--- config.mk ---
export PLATFORM = sky130hd
export DESIGN_NAME = cwit_queue
export DESIGN_NICKNAME = d
export VERILOG_FILES = /design/src/rtl/core/cwit_pkg.sv /design/src/rtl/core/cwit_queue.sv
export SDC_FILE = /design/constraint.sdc
export NUM_CORES = 1
export LEC_CHECK = 0
export ABC_AREA = 1
export BUFFER_PORTS_ARGS = -buffer_cell sky130_fd_sc_hd__clkbuf_2
export CAP_MARGIN = 20
export CORE_MARGIN = 4
export CORE_UTILIZATION = 52
export CTS_CLUSTER_DIAMETER = 60
export DETAILED_ROUTE_END_ITERATION = 6
export GPL_TIMING_DRIVEN = 0
export HOLD_SLACK_MARGIN = 0.06
export PLACE_DENSITY = 0.79
export SLEW_MARGIN = 0
export SYNTH_ARGS = -nofsm -noshare
export SYNTH_HDL_FRONTEND = slang
export SYNTH_SLANG_ARGS = --single-unit
--- constraint.sdc ---
create_clock -name clk_i -period 13.43 [get_ports clk_i]
set_clock_uncertainty 0.2 [all_clocks]
set_input_delay 1.343 -clock clk_i [delete_from_list [all_inputs] [get_ports clk_i]]
set_output_delay 1.343 -clock clk_i [all_outputs]
set_load 0.02 [all_outputs]
--- src/rtl/core/cwit_pkg.sv ---
// Package: types and constants shared by the contour winding test block.
`timescale 1ns / 1ps
package cwit_pkg;

  // Register indexes on the configuration port
  localparam logic [1:0] REG_QUERY_X   = 2'd0;
  localparam logic [1:0] REG_QUERY_Y   = 2'd1;
  localparam logic [1:0] REG_QUERY_Z   = 2'd2;
  localparam logic [1:0] REG_THRESHOLD = 2'd3;

  localparam logic [31:0] THRESHOLD_RESET = 32'd589824;  // 9.0 in Q16.16
  localparam int unsigned ACC_W   = 48;                  // Q23.24 accumulator
  localparam int unsigned FRAC_SH = 24;

  // One contour segment as it arrives
  typedef struct packed {
    logic signed [31:0] start_x;
    logic signed [31:0] start_y;
    logic signed [31:0] start_z;
    logic signed [31:0] end_x;
    logic signed [31:0] end_y;
    logic signed [31:0] end_z;
    logic               last_segment;
  } in_item_t;

  // One contour result
  typedef struct packed {
    logic        inside_res;
    logic [31:0] angle_squared;
    logic        degenerate;
  } out_item_t;

  // Classified segment: offset to start, direction, flags
  typedef struct packed {
    logic [32:0] rx;
    logic [32:0] ry;
    logic [32:0] rz;
    logic [32:0] dx;
    logic [32:0] dy;
    logic [32:0] dz;
    logic        last;
    logic        degen;
  } seg_t;

endpackage

--- src/rtl/core/cwit_queue.sv ---
// Two-entry queue between the front end and the arithmetic back end.
`timescale 1ns / 1ps
module cwit_queue (
  input  logic           clk_i,
  input  logic           rst_ni,
  input  logic           push_i,
  input  cwit_pkg::seg_t data_i,
  output logic           full_o,
  input  logic           pop_i,
  output cwit_pkg::seg_t data_o,
  output logic           empty_o
);
  import cwit_pkg::*;

  seg_t       mem_q [2];
  logic       wr_ptr_q, rd_ptr_q;
  logic [1:0] count_q;

  assign full_o  = (count_q == 2'd2);
  assign empty_o = (count_q == 2'd0);
  assign data_o  = mem_q[rd_ptr_q];

  // Store pushed items
  always_ff @(posedge clk_i) begin
    if (push_i) begin
      mem_q[wr_ptr_q] <= data_i;
    end
  end

  // Advance pointers and count
  always_ff @(posedge clk_i or negedge rst_ni) begin
    if (!rst_ni) begin
      wr_ptr_q <= 1'b0;
      rd_ptr_q <= 1'b0;
      count_q  <= 2'd0;
    end else begin
      if (push_i) wr_ptr_q <= ~wr_ptr_q;
      if (pop_i)  rd_ptr_q <= ~rd_ptr_q;
      if (push_i && !pop_i)      count_q <= count_q + 2'd1;
      else if (pop_i && !push_i) count_q <= count_q - 2'd1;
    end
  end

endmodule

==> qor.csv, run 1 <==
metric;value;unit
status;finished, final reports clean;
relSlewSlack;49.3;%
startpoint;rd_ptr_q$_DFFE_PN0P_;
drv_slew;0;
htreeDepth;2;
fin_cells;1510;
pwr-share-comb;33.6;%
post_drt_wl_per_cell;20.4;µm
drv_cap;0;
synth_xor_area_share;0.179;%
grt_max_degree;102;
cp_data_arrival_time;1.92;ns
row_count;61;
synth_common_cells;400 x edfxtp_1, 200 x mux2_2, 21 x buf_6;
wirelength;30700;µm
yosysMostFrequentCell;edfxtp_1;
yosys-top-cells-area;edfxtp_1 82%, mux2_2 15%, buf_6 1.6%;
cts_resized;0;
synth_top_family_by_area;multiplexers;
yosysWarningCount;0;
grt_pass1_wl;46000;µm
finalSetupTns;0;ns
synth.top_cell.area_share;81.6;%
initial_core_util;52.8;%
tightest_slew;0.761;ns
cts_buffers;40;
final_antenna_net_count;0;
whs;0.328;ns
ir_drop;152;µV
finalCriticalPeriod;3.46;ns
p_leak;7.18;nW
swShare;32.0;%
areaGrowthSynthToFinish;27.0;%
dp_slack;10.08;ns
grt_pass1_vias;8299;
synthSimpleGateAreaFrac;0.281;%
clk_pin_slew_worst_paths;0.06;ns
gp_congestion;0.733;
internal_power;2.84;mW
crit_path_start_kind;flop;
power.density;224;nW/µm²
synth_enable_flop_cells;400;
die_y;176;µm
synth-seq-cells;404;
synth_compound_area_share;0;%
syn_inst;647;
setup_violations;0;
worst-setup-path-type;reg -> out;
clk_latency;0.52;ns
avgSynthCellArea;22.7;µm²
layout.nets;1308;
rsz0062_at_grt;no;
vias_per_cell;5.07;
p_sw;1.34;mW
num_io_pins;406;
async_flop_share;0.990;%
yosys.area.top_type;edfxtp_1;
via_count;7654;
p_seq_share;41.3;%
core;27900;µm²
cts_sinks;404;
io_buffers;405;
synth.cell_area;14700;µm²
yosys_most_used_dff;edfxtp_1;
timing.final.ws_setup;9.97;ns
fin_util;67.1;%
postCtsSetupBuffers;0;
hold_viol_final;0;
yosys.area_share.adder;0.0850;%
overflow;0;
yosysSeqAreaShare;82.3;%
yosysUniqueCellTypes;13;
cp_max_fo;10;
fin_crit_sh;25.8;%
fmax;289;MHz
syn_nets;852;
drive_gt1_share;61.2;%
dr.pass1.iters;5;
cts_buffer_depth;3;
hpwl;21800;µm
antenna_found_initial;1;
cp-end-kind;output pin;
r2r-end;mem_q[1][39]$_DFFE_PP_;
fp.dieArea;31000;µm²
post-route-drc-count;0;
ff2ff_setup_slack;11.13;ns
critPathCapture;data_o[12];
holdBufCountCts;0;
drt-initial-drc-count;389;
cts-root-buf;clkbuf_16;
synth_mux_area_share;15.3;%
gr-usage-all-layers;19.3;%
min_path_type;reg -> reg;
dp.cells;1439;
r2r_start;wr_ptr_q$_DFFE_PN0P_;
dieWidth;176;µm
cts_tree;done;
clkPwrFrac;25.1;%
reg2reg_depth;3;
critPathRequiredTime;11.89;ns
[through the flow]
| step | power (mW) | instance area [µm²] |
|---|---|---|
| after floorplan | 2.73 | 14700 |
| after global placement | 3.22 | 17200 |
| after detailed placement | 3.17 | 17400 |
| after CTS | 4.23 | 18700 |
| after global routing | 4.37 | 18700 |
| final | 4.18 | 18700 |
[state kept, by name (all words and copies together), names as in the netlist]
name / cells
count_q: 2
mem_q: 400
rd_ptr_q: 1
wr_ptr_q: 1
[worst min-delay path by stage]
stage	start	cells past startpoint	to
floorplan	count_q[1]$_DFFE_PN0P_	2	count_q[1]$_DFFE_PN0P_
global placement	wr_ptr_q$_DFFE_PN0P_	1	wr_ptr_q$_DFFE_PN0P_
detailed placement	count_q[1]$_DFFE_PN0P_	2	count_q[1]$_DFFE_PN0P_
CTS	count_q[1]$_DFFE_PN0P_	2	count_q[1]$_DFFE_PN0P_
global route	count_q[1]$_DFFE_PN0P_	2	count_q[1]$_DFFE_PN0P_
finish	count_q[1]$_DFFE_PN0P_	2	count_q[1]$_DFFE_PN0P_
[layout make-up]
cell class / instances / area [µm²]
Antenna cell: 1 / 2.50
Buffer: 22 / 241
Clock buffer: 46 / 1040
Clock inverter: 24 / 195
Fill cell: 1817 / 9180
Inverter: 7 / 33.8
Multi-Input combinational cell: 214 / 2340
Sequential cell: 404 / 12100
Tap cell: 378 / 473
Timing Repair Buffer: 414 / 2240
[metal layers]
metal	vias up	share of wire [%]	global-route usage, %	routed length, µm
li1	3502	-	-	-
met1	3729	34	21.3	10500
met2	359	51	33.1	15600
met3	64	12	8.27	3670
met4	0	3.0	7.24	937
met5	-	0	0	0
[cell usage in the layout (no fill, tap or decap), drive strengths merged]
cell type	n
buf	31
bufinv	3
clkbuf	451
clkinv	18
clkinvlp	1
dfrtp	4
diode	1
edfxtp	400
ha	1
inv	9
mux2	200
nand2	5
nand3	1
nand4	1
nor2	3
xnor2	1
xor2	2
[critical path, stage by stage, from the launching register on]
cell and delay, ns:
dfrtp_1 0.42, buf_6 0.23, buf_6 0.19, mux2_2 0.39, clkbuf_2 0.18
[cells by family (layout without fill, tap and decap cells)]
group / after synthesis / after routing
flip-flops: 404 / 404
AND/OR/NAND/NOR: 10 / 10
buffers and inverters: 29 / 513
adder cells (fa/ha/maj): 1 / 1
XOR/XNOR: 3 / 3
multiplexers: 200 / 200
other: 0 / 1
[power groups by stage]
stage / logic (mW) / registers (mW) / clock network (mW)
floorplan: 0.931 / 1.80 / 0
global placement: 1.37 / 1.85 / 0
detailed placement: 1.42 / 1.75 / 0
CTS: 1.43 / 1.73 / 1.07
global route: 1.49 / 1.74 / 1.13
finish: 1.41 / 1.72 / 1.05
Note: power is estimated with default switching activity, not from simulation.
==> run 2: changes to the inputs <==
Clock period 13.43 ns to 3.4 ns, I/O delays scaled along.
==> run 2 against run 1 <==
Sequential cell count is the same. Critical path type is now in -> reg. Clock-buffer cell count increased by 7. Sequential share of layout area decreased by 6.9 points. Critical path depth increased by 3. Global-route usage rose by 3.9 points.
==> qor.csv, run 2 (same netlist as run 1, synthesis figures left out) <==
metric;value;unit
fp.dieArea;31000;µm²
hold_viol_final;0;
rsz0062_at_grt;no;
cts-root-buf;clkbuf_16;
hpwl;21900;µm
via_count;8807;
power.density;824;nW/µm²
nFillCells;1473;
ff2ff_setup_slack;1.11;ns
cts_sinks;404;
htreeDepth;2;
drv_cap;0;
dieWidth;176;µm
min_path_type;reg -> reg;
crit_path_top_delay_cell;nor2_4;
tightest_slew;0.794;ns
finalCriticalPeriod;2.45;ns
timing.final.ws_setup;0.945;ns
drv_slew;0;
overflow;0;
setup_violations;0;
gp_congestion;0.782;
wirelength;36800;µm
vias_per_cell;5.10;
drive_gt1_share;52.2;%
core;27900;µm²
post_drt_wl_per_cell;21.3;µm
io_buffers;405;
path_cells;dlygate4sd3_1 -> clkbuf_2 -> inv_1 -> nor2_4 -> buf_12 -> buf_12 -> buf_16;
crit_path_start_kind;primary input;
status;finished, final reports clean;
final_common_cell;clkbuf_2;
regArea;12100;µm²
cts_buffer_depth;3;
post-route-drc-count;0;
fin_crit_sh;72.2;%
grt_pass1_wl;54900;µm
initial_core_util;52.8;%
postCtsSetupBuffers;0;
antenna_found_initial;3;
dp_slack;0.979;ns
cp_common_cell;buf_12;
final_area;20900;µm²
fmax;407;MHz
die_y;176;µm
place_area;17500;µm²
cts_resized;0;
gr-usage-all-layers;23.1;%
regMostFlops;mem_q;
largest_reg_flops;400;
dr.pass1.iters;5;
relSlewSlack;46.9;%
critPathRequiredTime;3.41;ns
num_io_pins;406;
max_stage_delay;0.63;ns
grt_max_degree;38;
multi_input_area;2340;µm²
fin_util;75.0;%
cts_tree;done;
clk_latency;0.51;ns
grt_pass1_vias;9679;
cts_buffers;42;
report.power.total;17.2;mW
cp-end-kind;flop;
drt-initial-drc-count;632;
areaGrowthSynthToFinish;42.1;%
clk_pin_slew_worst_paths;0.06;ns
p_leak;8.11;nW
reg.largest.list;mem_q x400, count_q x2;
critPathTopFamily;buffers and inverters;
cp_data_arrival_time;2.47;ns
cp_max_fo;25;
path_buf_inv;6;
ir_drop;661;µV
layout_common_cells;405 x clkbuf_2, 400 x edfxtp_1, 204 x dlygate4sd3_1, 200 x mux2_2, 45 x clkbuf_16;
layout.nets;1518;
final_antenna_net_count;0;
worst-setup-path-type;in -> reg;
row_count;61;
-- run 2: changes by cell type in the layout (fill, tap and decap cells not counted), moves of 2 or more --
cell	previous run	this run
diode_2	1	4
dlygate4sd3_1	0	204
buf_16	4	2
clkbuf_1	5	8
clkbuf_16	41	45
clkinv_1	11	9
buf_12	5	11
-- run 2: layout make-up --
cell class,count,share of cell area [%]
clock buffers,53,5.53
multi-input cells,214,11.2
inverters,7,0.144
flip-flops and latches,404,58.0
well taps,378,2.26
clock inverters,22,0.910
diodes,4,0.0479
plain buffers,22,1.16
repair buffers,622,20.8
-- run 2: repair_timing --
action	in CTS	in global routing
hold buffers	204	0
setup endpoints to repair	0	0
hold endpoints to repair	407	0
-- run 2: path summary, 6_finish.rpt --
| check | from | end | depth (start not counted) |
|---|---|---|---|
| setup / recovery | push_i | mem_q[0][130]$_DFFE_PP_ | 7 |
| hold / removal | count_q[1]$_DFFE_PN0P_ | count_q[1]$_DFFE_PN0P_ | 2 |
| hold reg to reg | count_q[1]$_DFFE_PN0P_ | count_q[1]$_DFFE_PN0P_ | 2 |
| min in group asynchronous | rst_ni | count_q[1]$_DFFE_PN0P_ | 3 |
| setup reg to reg | wr_ptr_q$_DFFE_PN0P_ | mem_q[0][130]$_DFFE_PP_ | 4 |
| max in group asynchronous | rst_ni | rd_ptr_q$_DFFE_PN0P_ | 3 |
-- run 2: stage by stage --
| stage | TNS (ns) | hold WS [ns] | cells |
|---|---|---|---|
| after floorplan | -255.71 | -0.156 | 647 |
| after global placement | -922.55 | -0.0503 | 1430 |
| after detailed placement | 0 | -0.0409 | 1443 |
| after CTS | 0 | 0.315 | 1722 |
| after global routing | 0 | 0.332 | 1725 |
| final | 0 | 0.332 | 1726 |
-- run 2: routing by layer --
metal,share of wire (%),track usage [%],vias to the layer above
li1,-,-,3921
met1,34,25.6,4300
met2,53,41.8,492
met3,9.5,7.39,94
met4,3.5,8.58,0
met5,0,0,-
-- run 2: worst reg2reg max path: cells and delay by family (launching register included) --
kind | cells | cell delay [ns]
DFF | 1 | 0.44
buffers and inverters | 3 | 0.72
and+or+nand+nor | 1 | 0.63
-- run 2: report_power, final --
group          internal [mW]  leakage [nW]  switching [mW]  total (mW)
Sequential              6.59          3.80           0.246        6.84
Combinational           2.39          3.64            3.51        5.90
Clock                   2.64         0.665            1.83        4.47
Total                   11.6          8.11            5.58        17.2
