### config.mk
export PLATFORM = sky130hd
export DESIGN_NAME = cwit_front
export DESIGN_NICKNAME = d
export VERILOG_FILES = /design/src/rtl/core/cwit_pkg.sv /design/src/rtl/core/cwit_front.sv
export SDC_FILE = /design/constraint.sdc
export NUM_CORES = 1
export LEC_CHECK = 0
export ABC_AREA = 0
export BUFFER_PORTS_ARGS = -buffer_cell sky130_fd_sc_hd__buf_2
export CAP_MARGIN = 20
export CORE_AREA = 2 2 190 192
export DETAILED_ROUTE_END_ITERATION = 10
export DIE_AREA = 0 0 192 194
export GPL_TIMING_DRIVEN = 0
export SYNTH_ARGS = -nofsm -noshare
export SYNTH_HDL_FRONTEND = slang
export SYNTH_SLANG_ARGS = --single-unit
### constraint.sdc
create_clock -name vclk -period 12.09
set_clock_uncertainty 0.05 [all_clocks]
set_input_delay 3.627 -clock vclk [all_inputs]
set_output_delay 3.627 -clock vclk [all_outputs]
set_load 0.1 [all_outputs]
### src/rtl/core/cwit_pkg.sv
// Package: types and constants shared by the contour winding test block.
`timescale 1ns / 1ps
package cwit_pkg;

  // Register indexes on the configuration port
  localparam logic [1:0] REG_QUERY_X   = 2'd0;
  localparam logic [1:0] REG_QUERY_Y   = 2'd1;
  localparam logic [1:0] REG_QUERY_Z   = 2'd2;
  localparam logic [1:0] REG_THRESHOLD = 2'd3;

  localparam logic [31:0] THRESHOLD_RESET = 32'd589824;  // 9.0 in Q16.16
  localparam int unsigned ACC_W   = 48;                  // Q23.24 accumulator
  localparam int unsigned FRAC_SH = 24;

  // One contour segment as it arrives
  typedef struct packed {
    logic signed [31:0] start_x;
    logic signed [31:0] start_y;
    logic signed [31:0] start_z;
    logic signed [31:0] end_x;
    logic signed [31:0] end_y;
    logic signed [31:0] end_z;
    logic               last_segment;
  } in_item_t;

  // One contour result
  typedef struct packed {
    logic        inside_res;
    logic [31:0] angle_squared;
    logic        degenerate;
  } out_item_t;

  // Classified segment: offset to start, direction, flags
  typedef struct packed {
    logic [32:0] rx;
    logic [32:0] ry;
    logic [32:0] rz;
    logic [32:0] dx;
    logic [32:0] dy;
    logic [32:0] dz;
    logic        last;
    logic        degen;
  } seg_t;

endpackage

### src/rtl/core/cwit_front.sv
// Front end: takes segments, forms offset and direction, flags a start on the query point.
`timescale 1ns / 1ps
module cwit_front (
  input  cwit_pkg::in_item_t  item_i,
  input  logic                valid_i,
  output logic                stall_o,
  input  logic [31:0]         query_x_i,
  input  logic [31:0]         query_y_i,
  input  logic [31:0]         query_z_i,
  output logic                push_o,
  input  logic                full_i,
  output cwit_pkg::seg_t      seg_o
);
  import cwit_pkg::*;

  logic signed [32:0] rx, ry, rz;

  // Offset of the segment start from the query point
  assign rx = {item_i.start_x[31], item_i.start_x} - {query_x_i[31], query_x_i};
  assign ry = {item_i.start_y[31], item_i.start_y} - {query_y_i[31], query_y_i};
  assign rz = {item_i.start_z[31], item_i.start_z} - {query_z_i[31], query_z_i};

  // Build the classified segment
  always_comb begin
    seg_o.rx    = rx;
    seg_o.ry    = ry;
    seg_o.rz    = rz;
    seg_o.dx    = {item_i.end_x[31], item_i.end_x} - {item_i.start_x[31], item_i.start_x};
    seg_o.dy    = {item_i.end_y[31], item_i.end_y} - {item_i.start_y[31], item_i.start_y};
    seg_o.dz    = {item_i.end_z[31], item_i.end_z} - {item_i.start_z[31], item_i.start_z};
    seg_o.last  = item_i.last_segment;
    seg_o.degen = (rx == '0) && (ry == '0) && (rz == '0);
  end

  // Hold the item while the queue is full
  assign stall_o = full_i;
  assign push_o  = valid_i && !full_i;

endmodule

==> run summary, run 1 <==
synthesized area -> 0.01022 sq mm
Nets -> 2506
Min Clock Period, post-route -> 12.05 ns
setup TNS -> 0 ns
share of the synthesized area in the top cell type -> 23.50%
grt total ovfl -> 0
die area -> 0.03725 sq mm
CP Capture Type -> output pin
fraction of layout cells with a size suffix above 1 -> 27.94%
final cell utilization of the core -> 38.47%
detailed-route DRC error count -> 0
Avg Cell Area, Syn -> 6.730 sq um
filler instances -> 3869
RD Place Congestion -> 0.8848
routed vias -> 12690
first-pass GRT wire length -> 65620 um
Syn Nets -> 2008
post-synthesis sequential area ratio -> 0%
Finished Layout Cells -> 2479
CP arrival -> 8.37 ns
top cells by area, synth -> ha_1, xnor2_1, inv_1
Ys Warns -> 0
Worst Setup Start Kind -> input port
area leader, netlist -> ha_1
Die W -> 192 um
# setup viols final -> 0
total global-route track usage -> 21.83%
mean number of vias per cell -> 5.120
# rows -> 69
Fin. Hold Viols -> 0
number of global-route vias before repair -> 12510
Initial Utilization -> 29.02%
Iteration-0 DRC Markers -> 507
largest net degree at the start of global routing -> 10
Placement Cell Area -> 0.01328 sq mm
Max-cap violations -> 0
Placed Cells -> 2473
Netlist cell types -> 75
Max Slew Vio Count -> 0
Worst Hold Class -> input port to output pin
worst slew pin tran -> 0.9087 ns
Critical Path RT -> 8.41 ns
WL per Instance -> 17.38 um
Tcrit/Tclk final -> 99.64%
final non-filler cell area -> 0.01355 sq mm
drt pass-1 iters -> 8
core area -> 0.03522 sq mm
post-DP HPWL -> 39130 um
Buffers on Ports -> 492
area grow syn2layout -> 32.56%
WS Path Type -> input port to output pin
I/O Pins -> 493
Clock Buffer Count -> 0
Die Ht -> 194 um
initial antenna violation count -> 10
unrepaired setup endpoints after global routing -> true
Worst Path Max Fanout -> 4
fmax -> 83.01 MHz
antenna-violating nets left -> 0
Mapped Cells -> 1519
status -> complete, no violations
Slew HR -> 39.05%
sequential cells -> 0
drt total wl -> 43080 um
Register Area -> 0 sq um
[Yosys cell counts (5+ instances only)]
| library cell | count |
|---|---|
| a311oi_1 | 5 |
| a211o_1 | 5 |
| or4_1 | 11 |
| or2_2 | 11 |
| nor4_1 | 11 |
| nand2_1 | 58 |
| a31oi_1 | 13 |
| or3_1 | 16 |
| a21oi_1 | 134 |
| o31ai_1 | 12 |
| nand3_1 | 27 |
| clkbuf_1 | 8 |
| ha_1 | 192 |
| a21o_1 | 61 |
| nor2b_1 | 34 |
| o31a_1 | 9 |
| and2_1 | 11 |
| o21ai_0 | 92 |
| o211ai_1 | 8 |
| nand2b_1 | 31 |
| a41oi_1 | 5 |
| o21a_1 | 40 |
| and3_1 | 15 |
| xor2_1 | 39 |
| a21boi_0 | 6 |
| nor2_1 | 122 |
| a211oi_1 | 21 |
| fa_1 | 6 |
| nand4_1 | 17 |
| xnor2_1 | 108 |
| inv_1 | 246 |
| o21ai_1 | 7 |
| o21bai_1 | 23 |
| nor3_1 | 41 |
[critical path, cell delays in order]
cell	delay [ns]
buf_2	0.10
inv_1	0.04
ha_1	0.21
fa_1	0.41
nand2b_4	0.18
a21oi_4	0.21
a21oi_4	0.11
a21boi_4	0.22
o2111ai_4	0.19
and3_4	0.22
a211o_4	0.32
nor4b_4	0.30
nand4_1	0.35
or4_1	0.52
or4_1	0.41
or4_4	0.51
nor4_4	0.16
buf_6	0.26
[repair_timing]
item | 4_1_cts | 5_1_grt
gates resized for setup | 37 | 7
buffers inserted | 4 | 0
hold buffers | 0 | 0
setup endpoints to repair | 1 | 2
pin swaps | 10 | 4
[worst paths after layout]
| kind | depth (start not counted) | end | slack (ns) | from |
|---|---|---|---|---|
| min | 2 | seg_o[1] | 7.59 | item_i[0] |
| max | 18 | seg_o[0] | 0.04 | item_i[161] |
[kinds of logic after synthesis]
kind of cell	synth area share, %
AO/OA/AOI/OAI	31.40
AND/OR/NAND/NOR	21.48
adder cells (fa/ha/maj)	24.68
buffers and inverters	9.694
XOR/XNOR	12.75
[metrics by stage]
step	setup WS, ns	hold WS [ns]
4_1_cts	-0.002510	7.589
3_5_place_dp	-0.7227	7.589
3_3_place_gp	-0.6772	7.589
2_1_floorplan	-0.5484	7.416
5_1_grt	-0.01847	7.599
6_report	0.04307	7.588
[layout by cell type, fill, tap and decap left out, drive strengths merged, types with 31 or more instances in the layout]
| master | netlist | routed |
|---|---|---|
| ha | 192 | 192 |
| nand2b | 31 | 31 |
| nor2b | 34 | 34 |
| o21a | 40 | 40 |
| inv | 246 | 246 |
| a21o | 62 | 62 |
| buf | 4 | 501 |
| o21ai | 99 | 99 |
| a21oi | 136 | 136 |
| nor2 | 123 | 123 |
| xnor2 | 108 | 108 |
| nand2 | 58 | 58 |
| nor3 | 41 | 41 |
| xor2 | 40 | 40 |
[layout make-up]
cell class | count | area [sq um] | share of cell area [%]
antenna | 3 | 7.507 | 0.05540
buffer | 11 | 63.81 | 0.4709
inverter | 246 | 923.4 | 6.814
multi-input combinational | 1261 | 9473 | 69.91
tap | 461 | 576.8 | 4.257
timing repair buffer | 497 | 2506 | 18.49
[per-layer routing]
layer	global-route usage, %	vias to the layer above	routed length, um
li1	-	6405	-
met1	25.74	5846	17620
met3	3.765	39	3072
met4	3.223	8	610
met5	0	-	49
met2	41.40	395	21730
==> inputs of run 2 (changes only) <==
==> constraint.sdc (replaced) <==
create_clock -name vclk -period 12.09
set_clock_uncertainty 0.05 [all_clocks]
set_input_delay 2.418 -clock vclk [all_inputs]
set_output_delay 2.418 -clock vclk [all_outputs]
set_load 0.1 [all_outputs]
==> run summary, run 2 (synthesis gave the netlist of run 1 again) <==
largest net degree at the start of global routing -> 10 (unchanged)
Placed Cells -> 2473 (unchanged)
total global-route track usage -> 21.55% (-0.28 points)
drt pass-1 iters -> 5 (-3)
fraction of layout cells with a size suffix above 1 -> 26.29% (-1.6 points)
setup bufs post-CTS -> 0 (-4)
Clock Buffer Count -> 0 (unchanged)
detailed-route DRC error count -> 0 (unchanged)
Hold EP -> seg_o[1]
drt total wl -> 43220 um (+0.34%)
sequential cells -> 0 (unchanged)
WS Path Type -> input port to output pin
worst slew pin tran -> 0.7989 ns (-0.1098 ns)
I/O Pins -> 493 (unchanged)
hold-fix buffers at CTS -> 0 (unchanged)
post_cts resized -> 0 (-100%)
die area -> 0.03725 sq mm (unchanged)
setup TNS -> 0 ns (unchanged)
LEAKAGE -> 7.282 nW
Die W -> 192 um (unchanged)
Buffers on Ports -> 492 (unchanged)
mean number of vias per cell -> 5.105 (-0.31%)
post-DP HPWL -> 39280 um (+0.39%)
Worst Hold Class -> input port to output pin
filler instances -> 3887 (+0.47%)
Fin. Hold Viols -> 0 (unchanged)
fmax -> 95.87 MHz (+15%)
antenna-violating nets left -> 0 (unchanged)
first-pass GRT wire length -> 64600 um (-1.5%)
number of global-route vias before repair -> 12360 (-1.2%)
unrepaired setup endpoints after global routing -> false
Die Ht -> 194 um (unchanged)
Nets -> 2503 (-0.12%)
RD Place Congestion -> 0.8923 (+0.85%)
Finished Layout Cells -> 2478 (-0.040%)
dpl ws -> 1.615 ns (+2.338 ns)
WL per Instance -> 17.44 um (+0.38%)
most common cell after layout, fill and taps aside -> buf_2
Net Switching -> 1.495 mW
Sw Ratio -> 80.23%
CP arrival -> 7.96 ns (-0.41 ns)
CP Capture Type -> output pin
hold path cells -> 2 (unchanged)
Tcrit/Tclk final -> 86.28% (-13 points)
Iteration-0 DRC Markers -> 556 (+9.7%)
Int Power -> 0.3683 mW
core area -> 0.03522 sq mm (unchanged)
# setup viols final -> 0 (unchanged)
register share of total power -> 0%
PnR worst setup slack -> 1.659 ns (+1.616 ns)
routed vias -> 12650 (-0.35%)
Worst Setup Start Kind -> input port
Slew HR -> 46.06% (+7.0 points)
Register Area -> 0 sq um (unchanged)
Min Clock Period, post-route -> 10.43 ns (-1.616 ns)
initial antenna violation count -> 11 (+1)
Multi-input gate area -> 0.009231 sq mm (-2.5%)
hold_sp -> item_i[0]
Max IR drop VDD -> 0.1114 mV
clock network power share -> 0%
Max Slew Vio Count -> 0 (unchanged)
Initial Utilization -> 29.02% (unchanged)
area grow syn2layout -> 29.93%
Max-cap violations -> 0 (unchanged)
# rows -> 69 (unchanged)
Worst Path Max Fanout -> 7 (+3)
final cell utilization of the core -> 37.71% (-0.76 points)
grt total ovfl -> 0 (unchanged)
most frequent cells in the layout -> buf_2, inv_1, ha_1, a21oi_1, nor2_1
Combinational Power Share -> 100.0%
status -> complete, no violations
Pwr Density -> 140.3 mW/mm^2
Critical Path RT -> 9.62 ns (+1.21 ns)
[run 2: cell count changes in the layout (fill, tap and decap cells not counted), moves of 3 or more]
cell     delta
a21oi_1     +3
buf_4       -4
ha_1        +5
ha_2        -3
nor4_1      +3
nor4_4      -3
or4_1       +3
or4_4       -3
[run 2: worst max-delay path by stage]
| stage | from | to | slack (ns) | cells after the start |
|---|---|---|---|---|
| global route | item_i[129] | seg_o[0] | 1.15 | 18 |
| CTS | item_i[129] | seg_o[0] | 1.57 | 18 |
| floorplan | item_i[161] | seg_o[0] | 1.08 | 15 |
| finish | item_i[141] | seg_o[0] | 1.66 | 16 |
| global placement | item_i[141] | seg_o[0] | 1.61 | 16 |
| detailed placement | item_i[141] | seg_o[0] | 1.62 | 16 |
[run 2: power groups by stage]
stage | logic [mW] | clock network, mW | registers (mW)
after floorplan | 1.51 | 0 | 0
after global placement | 1.86 | 0 | 0
after detailed placement | 1.86 | 0 | 0
after CTS | 1.87 | 0 | 0
after global routing | 1.95 | 0.0000000221 | 0
final | 1.86 | 0.0000000554 | 0
[run 2: cell type report]
type,count,share of cell area (%)
multi-input combinational,1261,69.51
timing repair buffer,493,18.60
inverter,246,6.952
tap,461,4.343
buffer,12,0.5087
antenna,5,0.09421
[run 2: routing by layer]
layer | track usage [%] | vias to the layer above | part of all wire (%)
met1 | 25.80 | 5758 | 42
met5 | 0 | - | 0.14
met2 | 39.56 | 407 | 48
met4 | 5.033 | 10 | 2.6
li1 | - | 6409 | -
met3 | 3.638 | 65 | 6.7
[run 2: stage by stage]
step / instance area [sq um] / hold WS, ns / power (mW)
final: 13280 / 5.172 / 1.863
after global routing: 13270 / 5.184 / 1.950
after CTS: 13270 / 5.174 / 1.868
after detailed placement: 13270 / 5.174 / 1.862
after global placement: 13260 / 5.171 / 1.855
after floorplan: 10220 / 4.998 / 1.507
[run 2: worst max-delay path, cell delays in order]
cell	delay, ns
buf_2	0.13
ha_1	0.39
nand3_1	0.23
or3_1	0.44
a2111oi_2	0.58
o31ai_1	0.23
a21oi_1	0.43
a21oi_1	0.18
o31a_1	0.34
or4_1	0.62
nor4_1	0.44
nand4_1	0.25
nor4b_1	0.34
nand4_1	0.15
nor4_2	0.31
buf_2	0.48
Power figures use the tool's default switching activity.
